### config.mk
export PLATFORM = sky130hd
export DESIGN_NAME = singleton_element_filter
export DESIGN_NICKNAME = d
export VERILOG_FILES = /design/src/rtl/sef_pkg.sv /design/src/rtl/sef_cell.sv /design/src/rtl/singleton_element_filter.sv
export VERILOG_INCLUDE_DIRS = /design/src /design/src/rtl
export SDC_FILE = /design/constraint.sdc
export NUM_CORES = 2
export LEC_CHECK = 0
export BUFFER_PORTS_ARGS = -buffer_cell sky130_fd_sc_hd__buf_2
export CAP_MARGIN = 20
export CORE_MARGIN = 3
export CORE_UTILIZATION = 60
export CTS_CLUSTER_DIAMETER = 40
export DETAILED_ROUTE_END_ITERATION = 10
export PLACE_DENSITY = 0.81
export REMOVE_ABC_BUFFERS = 1
export SLEW_MARGIN = 20
export SYNTH_ARGS = -nofsm -noshare
export SYNTH_HDL_FRONTEND = slang
export SYNTH_SLANG_ARGS = --single-unit
### constraint.sdc
create_clock -name clk_i -period 5.7 [get_ports clk_i]
set_clock_uncertainty 0.15 [all_clocks]
set_input_delay 0.855 -clock clk_i [delete_from_list [all_inputs] [get_ports clk_i]]
set_output_delay 0.855 -clock clk_i [all_outputs]
set_load 0.03 [all_outputs]
### src/rtl/singleton_element_filter_macros.svh
// assertion macros for the singleton element filter
// used by the top level; expects clk_i and rst_ni in the including scope
`ifndef SINGLETON_ELEMENT_FILTER_MACROS_SVH
`define SINGLETON_ELEMENT_FILTER_MACROS_SVH

// same-cycle implication, disabled during reset
`define SEF_ASSERT_IMP(label, ante, cons, msg) \
  label: assert property (@(posedge clk_i) disable iff (!rst_ni) (ante) |-> (cons)) \
    else $error(msg);

// next-cycle implication, disabled during reset
`define SEF_ASSERT_NEXT(label, ante, cons, msg) \
  label: assert property (@(posedge clk_i) disable iff (!rst_ni) (ante) |=> (cons)) \
    else $error(msg);

`endif

### src/rtl/sef_pkg.sv
// shared types for the singleton element filter
// no dependencies
package sef_pkg;

  localparam int unsigned ValueWidth = 32;

  typedef struct packed {
    logic signed [ValueWidth-1:0] value;
    logic                         last_item;
    logic                         list_empty;
  } in_item_t;

  typedef struct packed {
    logic signed [ValueWidth-1:0] unique_value;
    logic                         last_result;
    logic                         none_found;
    logic                         overflowed;
  } result_t;

  // contents of one storage cell
  typedef struct packed {
    logic                         valid;
    logic                         dup;
    logic signed [ValueWidth-1:0] value;
  } cell_t;

  // broadcast control from the sequencer to every cell
  typedef struct packed {
    logic                         load;
    logic                         shift;
    logic                         seen;
    logic signed [ValueWidth-1:0] value;
  } cell_ctl_t;

endpackage

### src/rtl/sef_cell.sv
// one storage cell of the filter chain: value, valid and duplicate mark
// depends on sef_pkg
module sef_cell (
  input  logic              clk_i,
  input  logic              rst_ni,
  input  sef_pkg::cell_ctl_t ctl_i,
  input  logic              prev_valid_i,
  input  sef_pkg::cell_t    next_i,
  output sef_pkg::cell_t    cell_o,
  output logic              match_o
);

  logic                                  valid_q, valid_d;
  logic                                  dup_q, dup_d;
  logic signed [sef_pkg::ValueWidth-1:0] value_q, value_d;
  logic                                  wr;

  // first free cell takes the loaded value
  assign wr      = ctl_i.load && !valid_q && prev_valid_i;
  assign match_o = valid_q && (value_q == ctl_i.value);

  always_comb begin
    valid_d = valid_q;
    dup_d   = dup_q;
    value_d = value_q;
    if (ctl_i.shift) begin
      valid_d = next_i.valid;
      dup_d   = next_i.dup;
      value_d = next_i.value;
    end else if (wr) begin
      valid_d = 1'b1;
      dup_d   = ctl_i.seen;
      value_d = ctl_i.value;
    end else if (ctl_i.load && match_o) begin
      dup_d = 1'b1;
    end
  end

  always_ff @(posedge clk_i or negedge rst_ni) begin
    if (!rst_ni) begin
      valid_q <= 1'b0;
      dup_q   <= 1'b0;
    end else begin
      valid_q <= valid_d;
      dup_q   <= dup_d;
    end
  end

  always_ff @(posedge clk_i) begin
    value_q <= value_d;
  end

  assign cell_o = '{valid: valid_q, dup: dup_q, value: value_q};

endmodule

### src/rtl/singleton_element_filter.sv
// top level of the singleton element filter: cell chain and emit sequencer
// depends on sef_pkg, sef_cell and singleton_element_filter_macros.svh
//
// usage
//   an item transfers at a rising edge with start_i high and busy_o low
//   each item carries one value; last_item ends the list after storing it,
//   list_empty ends the list without storing anything
//   loading compares each item's value with all stored cells at once and
//   writes it into the first free cell
//   once a list ends, busy_o rises and the chain shifts toward cell 0 one
//   cell per cycle
//   results come out in arrival order; a unique value is held until the next
//   unique value reaches the head, or the chain drains, and comes out in the
//   next cycle, so the final result comes out in the same cycle busy_o falls
//   each result is on result_o for one cycle with result_valid_o high, and
//   the receiver cannot stall
//   the final result has last_result set; a list with no unique value gives
//   one result with none_found set and unique_value zero
//   values arriving with the chain full are dropped and overflowed is set
//   on every result of that list
//   reset empties the chain and returns the sequencer to idle at once
`include "singleton_element_filter_macros.svh"

module singleton_element_filter #(
  parameter int unsigned LIST_DEPTH = 64
) (
  input  logic              clk_i,
  input  logic              rst_ni,
  input  logic              start_i,
  output logic              busy_o,
  input  sef_pkg::in_item_t item_i,
  output logic              result_valid_o,
  output sef_pkg::result_t  result_o
);

  typedef enum logic {
    ST_IDLE,
    ST_EMIT
  } state_e;

  state_e state_q;

  sef_pkg::cell_t                        cells [LIST_DEPTH];
  logic [LIST_DEPTH-1:0]                 match;
  sef_pkg::cell_ctl_t                    ctl;

  logic                                  accept;
  logic                                  full;
  logic                                  overflow_q;
  // one result held back so that the final one can carry last_result
  logic                                  pend_valid_q;
  logic signed [sef_pkg::ValueWidth-1:0] pend_value_q;
  logic                                  result_valid_q;
  sef_pkg::result_t                      result_q;

  assign accept = start_i && (state_q == ST_IDLE);
  // cells fill from index 0 upward, so the far end tells us the chain is full
  assign full   = cells[LIST_DEPTH-1].valid;

  always_comb begin
    ctl.load  = accept && !item_i.list_empty && !full;
    ctl.shift = (state_q == ST_EMIT) && cells[0].valid;
    ctl.seen  = |match;
    ctl.value = item_i.value;
  end

  // chain of cells; during the sweep each cell takes its upper neighbor
  for (genvar i = 0; i < LIST_DEPTH; i++) begin : g_cell
    logic           prev_valid;
    sef_pkg::cell_t next_cell;

    if (i == 0) begin : g_head
      assign prev_valid = 1'b1;
    end else begin : g_body
      assign prev_valid = cells[i-1].valid;
    end

    if (i == LIST_DEPTH - 1) begin : g_tail
      assign next_cell = '0;
    end else begin : g_link
      assign next_cell = cells[i+1];
    end

    sef_cell u_cell (
      .clk_i        (clk_i),
      .rst_ni       (rst_ni),
      .ctl_i        (ctl),
      .prev_valid_i (prev_valid),
      .next_i       (next_cell),
      .cell_o       (cells[i]),
      .match_o      (match[i])
    );
  end

  // sequencer: state, overflow flag, held-back result and output register
  always_ff @(posedge clk_i or negedge rst_ni) begin
    if (!rst_ni) begin
      state_q        <= ST_IDLE;
      overflow_q     <= 1'b0;
      pend_valid_q   <= 1'b0;
      pend_value_q   <= '0;
      result_valid_q <= 1'b0;
      result_q       <= '0;
    end else begin
      result_valid_q <= 1'b0;
      case (state_q)
        ST_IDLE: begin
          if (accept) begin
            // dropped item: no compare, no marks, just the flag
            if (!item_i.list_empty && full) begin
              overflow_q <= 1'b1;
            end
            if (item_i.list_empty || item_i.last_item) begin
              state_q <= ST_EMIT;
            end
          end
        end
        ST_EMIT: begin
          if (cells[0].valid) begin
            if (!cells[0].dup) begin
              // a newer unique value exists, so the held one is not last
              if (pend_valid_q) begin
                result_valid_q <= 1'b1;
                result_q       <= '{unique_value: pend_value_q, last_result: 1'b0,
                                    none_found: 1'b0, overflowed: overflow_q};
              end
              pend_valid_q <= 1'b1;
              pend_value_q <= cells[0].value;
            end
          end else begin
            // chain drained: flush the held value or report none found
            result_valid_q <= 1'b1;
            if (pend_valid_q) begin
              result_q <= '{unique_value: pend_value_q, last_result: 1'b1,
                            none_found: 1'b0, overflowed: overflow_q};
            end else begin
              result_q <= '{unique_value: '0, last_result: 1'b1,
                            none_found: 1'b1, overflowed: overflow_q};
            end
            pend_valid_q <= 1'b0;
            overflow_q   <= 1'b0;
            state_q      <= ST_IDLE;
          end
        end
        default: begin
          state_q <= ST_IDLE;
        end
      endcase
    end
  end

  assign busy_o         = (state_q != ST_IDLE);
  assign result_valid_o = result_valid_q;
  assign result_o       = result_q;

  // results only follow a cycle of emitting
  `SEF_ASSERT_IMP(a_result_in_emit, result_valid_o, $past(state_q == ST_EMIT), "result outside emit sweep")
  // a none-found result always closes its list
  `SEF_ASSERT_IMP(a_none_is_last, result_valid_o && result_o.none_found, result_o.last_result && (result_o.unique_value == '0), "none_found result malformed")
  // occupied cells stay packed against the head
  `SEF_ASSERT_IMP(a_cells_packed, cells[LIST_DEPTH-1].valid, cells[0].valid, "cell chain has a gap at the head")
  // a final result appears only once the sequencer is back in idle
  `SEF_ASSERT_IMP(a_last_ends_sweep, result_valid_o && result_o.last_result, !busy_o, "sweep did not end")
  // a transfer that ends the list starts the sweep
  `SEF_ASSERT_NEXT(a_end_starts_sweep, start_i && !busy_o && (item_i.list_empty || item_i.last_item), busy_o, "list end did not start the sweep")

endmodule

# Yosys cells after proc, flatten, opt, wreduce, memory -nomap -nowiden
# Cells that the tools add are included.
# totals
input_bits	37
elab_cells	1195
register_bits	2247
output_inout_bits	37
# classes
eq_ne	69
bitwise	2
reduce_logical	459
muxes	464
# op_table
cell	count
32-bit 2-to-1 mux	126
32-bit equality test	64
1-bit 2-to-1 mux	332
1-bit logical AND	260
3-bit nonzero test	64
35-bit 2-to-1 mux	4
2-bit nonzero test	64
1-bit logical NOT	65
64-bit OR reduction	1
3-bit AND reduction	3
2-bit inequality test (second input constant)	4
1-bit case mux with 2 select lines	2
2-bit by 1-bit inequality test with 1-bit output (second input constant)	1
1-bit NOT	2
2-bit AND reduction	1
1-bit logical OR	1

# Longest topological paths before layout
# depth
ltp_word	8
mapped_depth	15
mapped_depth_nobuf	9

# Modules after synthesis
# A second synthesis with hierarchy kept.
# hier_totals
hier_cells	8384
hier_area_um2	120260.3
# modules_own_cells
module	area_per_inst_um2	cells_per_inst	instances	seq_area_each_um2
sef_cell	1829.3	127	64	1011.0
singleton_element_filter	3188.1	256	1	1776.7

# Least setup slack after synthesis
# Ideal clock, no wire load.
# synth_path
path_type	input to register
startpoint	input item_i[0] in the netlist's numbering
endpoint	register g_cell[17].u_cell.dup_q
t_arrival_ps	4885
stages	9
slack_ps	536
required_ps	5421
cell_sequence	inv_1 > nand2_1 > or3_1 > clkbuf_1 > clkbuf_1 > clkbuf_1 > o21ai_0 > o21ai_0 > o22ai_1
# synth_between
elab_chain_cells	7
elab_cells_between_ends	9
cone_classes	mux: 2; reduce/logical: 7
# synth_rtl
element	line	rtl
from (decl)	singleton_element_filter.sv:31	input sef_pkg::in_item_t item_i,
1-bit logical NOT *	singleton_element_filter.sv:61	ctl.load = accept && !item_i.list_empty && !full;
1-bit logical AND * (2 in a row)	singleton_element_filter.sv:61	
1-bit logical AND (2 in a row)	sef_cell.sv:19	assign wr = ctl_i.load && !valid_q && prev_valid_i;
1-bit 2-to-1 mux	sef_cell.sv:30	end else if (wr) begin
1-bit 2-to-1 mux	sef_cell.sv:26	if (ctl_i.shift) begin
to (signal assigned)	sef_cell.sv:45	dup_q <= dup_d;
to (decl)	sef_cell.sv:14	logic dup_q, dup_d;
# Mark *: on every way between the ends. The rest lies on a longest branch, timed or not.
# A chain may end at the register's enable or synchronous reset.

# Final worst setup path
# layout_path
startpoint	input item_i[21] in the netlist's numbering
endpoint	register g_cell[40].u_cell.dup_q
# layout_between
elab_chain_cells	5
elab_cells_between_ends	133
cone_classes	eq/ne: 64; mux: 2; reduce/logical: 67
# layout_rtl
element	line	rtl
32-bit equality test	sef_cell.sv:20	assign match_o = valid_q && (value_q == ctl_i.value);
1-bit logical AND	sef_cell.sv:20	
64-bit OR reduction	singleton_element_filter.sv:63	ctl.seen = |match;
1-bit 2-to-1 mux	sef_cell.sv:30	
1-bit 2-to-1 mux	sef_cell.sv:26	
to (signal assigned)	sef_cell.sv:45	
to (decl)	sef_cell.sv:14	
# Several ways; a longest one is shown, not always the timed one.

==> results_dict.tcl <==
set metrics [dict create \
    synthCells 8572 \
    peakVddDrop_mv 0.4159 \
    clk_latency_ns 0.95 \
    max_freq_ghz 0.2407 \
    pwr_density_cell_nw_per_um2 689.7 \
    rsz0062_at_grt "no" \
    tns_ns 0 \
    avgViaCountPerCell 7.091 \
    die-area_um2 192000 \
    postRouteAntennaNets 0 \
    fin_total_pwr_mw 87.43 \
    core-area_um2 185600 \
    tritoncts "yes" \
    antenna_found_initial 13 \
    drt-initial-drc-count 14890 \
    io_buffers 73 \
    seq_area_frac_synth 0.5902 \
    max_slew.worst_pin.slew_ns 1.302 \
    async_flop_share 0.08856 \
    h-tree-depth 5 \
    rows 158 \
    finalCriticalPeriod_ns 4.155 \
    cts_made_buffers 321 \
    routed_wl_um 402000 \
    wl_per_cell_um 35.64 \
    dpl-instance-area_um2 115500 \
    end_kind "flip-flop" \
    slowest_delay_ns 0.56 \
    drv_cap 0 \
    slowest_stage "buf_4" \
    cpLargestDelayFamily "buffers and inverters" \
    clkTransAtPathRegs_ns 0.06 \
    drc 0 \
    crit_chain "buf_6 -> buf_4 -> xor2_1 -> nor4_1 -> nand4_1 -> nor4_1 -> buf_4 -> nand4b_1 -> nor4_1 -> nand4_2 -> nor2_4 -> buf_4 -> o21bai_1" \
    synth_ff_type "edfxtp_1" \
    startpoint "item_i[21]" \
    die_w_um 438.2 \
    num_io_pins 74 \
    final_cell_mix "a21o_1, edfxtp_1, xor2_1" \
    place.gp.congestion 0.9845 \
    syn_area_per_cell_um2 13.08 \
    start_util 0.6038 \
    vias 79980 \
    ys_types 49 \
    drtPass1Iterations 7 \
    critPathKind "in2reg" \
    relSlewSlack 0.1318 \
    synth-edff-count 2016 \
    fin_area_um2 126800 \
    grt_max_degree 235 \
    hp-start "item_i[1]" \
    ctsRootBufferMaster "clkbuf_16" \
    grt_pass1_vias 78920 \
    hold_viol_final 0 \
    ys_warn_count 0 \
    grt_first_pass_wirelength_um 567600 \
    critPathBufInv 4 \
    cts_sinks 2247 \
    critPathRequiredTime_ns 6.35 \
    grt_overflow 0 \
    drive_above_1_share 0.1213 \
    grt_use_total 0.4104 \
    area_growth_syn_to_layout_pct 13.09 \
    cp_max_fo 39 \
    synth_area_um2 112100 \
    finalMaxSlewViolations 0 \
    finalCritPeriodShare 0.7289 \
    fp.dieH_um 438.2 \
    post_cts_resized 0 \
    final-setup-viol-count 0 \
    crit_arrival_ns 4.80 \
    num-fill-cells 12270 \
    cts_buffer_depth 4 \
    rr_startpoint "g_cell[40].u_cell.value_q[19]" \
    min_path_type "in2reg" \
    whs_ns 0.05812 \
    start_kind "input pin" \
    nets 8580 \
    status "completed" \
    post-dp-hpwl_um 249000 \
    ys_ff_latch 2247 \
    p_leak_nw 53.89 \
]
[synth_stat cells (53+ instances only)]
library cell,instances,area [um2]
o21ai_0,165,825.8
nand2_1,176,660.6
xnor2_1,790,6919
nand4_1,228,1426
o22a_1,58,508.0
nand3_1,85,425.4
a21o_1,2016,15130
nor3_1,68,340.3
xor2_1,1247,10920
buf_4,132,991.0
a21oi_1,53,265.3
clkbuf_1,500,1877
nor4_1,323,2021
nor2_1,74,277.8
dfrtp_1,199,4980
edfxtp_1,2016,60540
buf_6,80,900.9
nand2b_1,58,362.9
[timing repair]
action	in CTS	in global routing
hold buffers	1	0
endpoints found under the hold margin	72	0
buffers inserted	0	0
[layout make-up]
cell class,instances,area (um2),share of cell area
flip-flops and latches,2247,66160,0.5219
multi-input cells,5537,42270,0.3335
clock buffers,384,8615,0.06796
repair buffers,409,4136,0.03263
well taps,2480,3103,0.02448
clock inverters,183,2346,0.01851
inverters,27,101.3,0.0007995
diodes,11,27.53,0.0002172
[logic make-up (layout without fill, tap and decap cells)]
kind of cell / Yosys count / after routing / share of synthesized area
flip-flops: 2247 / 2247 / 0.5902
AO/OA/AOI/OAI: 2371 / 2371 / 0.1553
multiplexers: 38 / 38 / 0.003818
AND/OR/NAND/NOR: 1091 / 1091 / 0.05409
buffers and inverters: 788 / 1003 / 0.03744
XOR/XNOR: 2037 / 2037 / 0.1592
other: 0 / 11 / 0
[worst register-to-register path, stage by stage (launching register included)]
cell	delay [ns]
edfxtp_1	0.41
xor2_1	0.41
nor4_1	0.07
and3_1	0.22
nand3_1	0.35
nand4_1	0.32
nor4_1	0.55
nand4_2	0.33
nor2_4	0.17
buf_4	0.53
o21bai_1	0.23
[report_power, final]
group          leakage, nW  switching (mW)  total (mW)  internal [mW]
registers             21.8            7.41        37.8           30.4
logic                 26.8            18.3        28.9           10.7
clock network         5.28            7.78        20.7           12.9
total                 53.9            33.5        87.4           54.0
[worst paths after layout]
kind	endpoint	slack (ns)	cells after the start
worst max-delay path	g_cell[40].u_cell.dup_q	1.55	13
worst min-delay path	busy_o	0.06	3
worst max register to register	g_cell[40].u_cell.dup_q	1.79	10
worst min register to register	result_o[0]	0.32	2
max in group asynchronous	g_cell[32].u_cell.valid_q	3.80	3
min in group asynchronous	result_o[12]	0.37	2
[registers in the layout (all words and copies together) (netlist names)]
register               cells
g_cell.u_cell.value_q   2048
pend_valid_q               1
g_cell.u_cell.dup_q       64
pend_value_q              32
overflow_q                 1
result_o                  35
g_cell.u_cell.valid_q     64
result_valid_o             1
busy_o                     1
[per-layer routing]
metal,global-route usage,vias to the layer above,routed length [um]
li1,-,31280,-
met1,0.5258,38890,133100
met2,0.5976,7836,171900
met3,0.1249,1962,62690
met4,0.2865,10,34310
met5,0,-,63
[through the flow]
step                      instances  utilization  setup WS [ns]
after global placement        10680       0.6211         0.9141
after detailed placement      10690       0.6222         0.8182
after global routing          11270       0.6827          1.589
after floorplan                7811            -         -97.02
after CTS                     11260       0.6813          1.779
final                         11280       0.6829          1.545
Note: power is estimated with default switching activity, not from simulation.
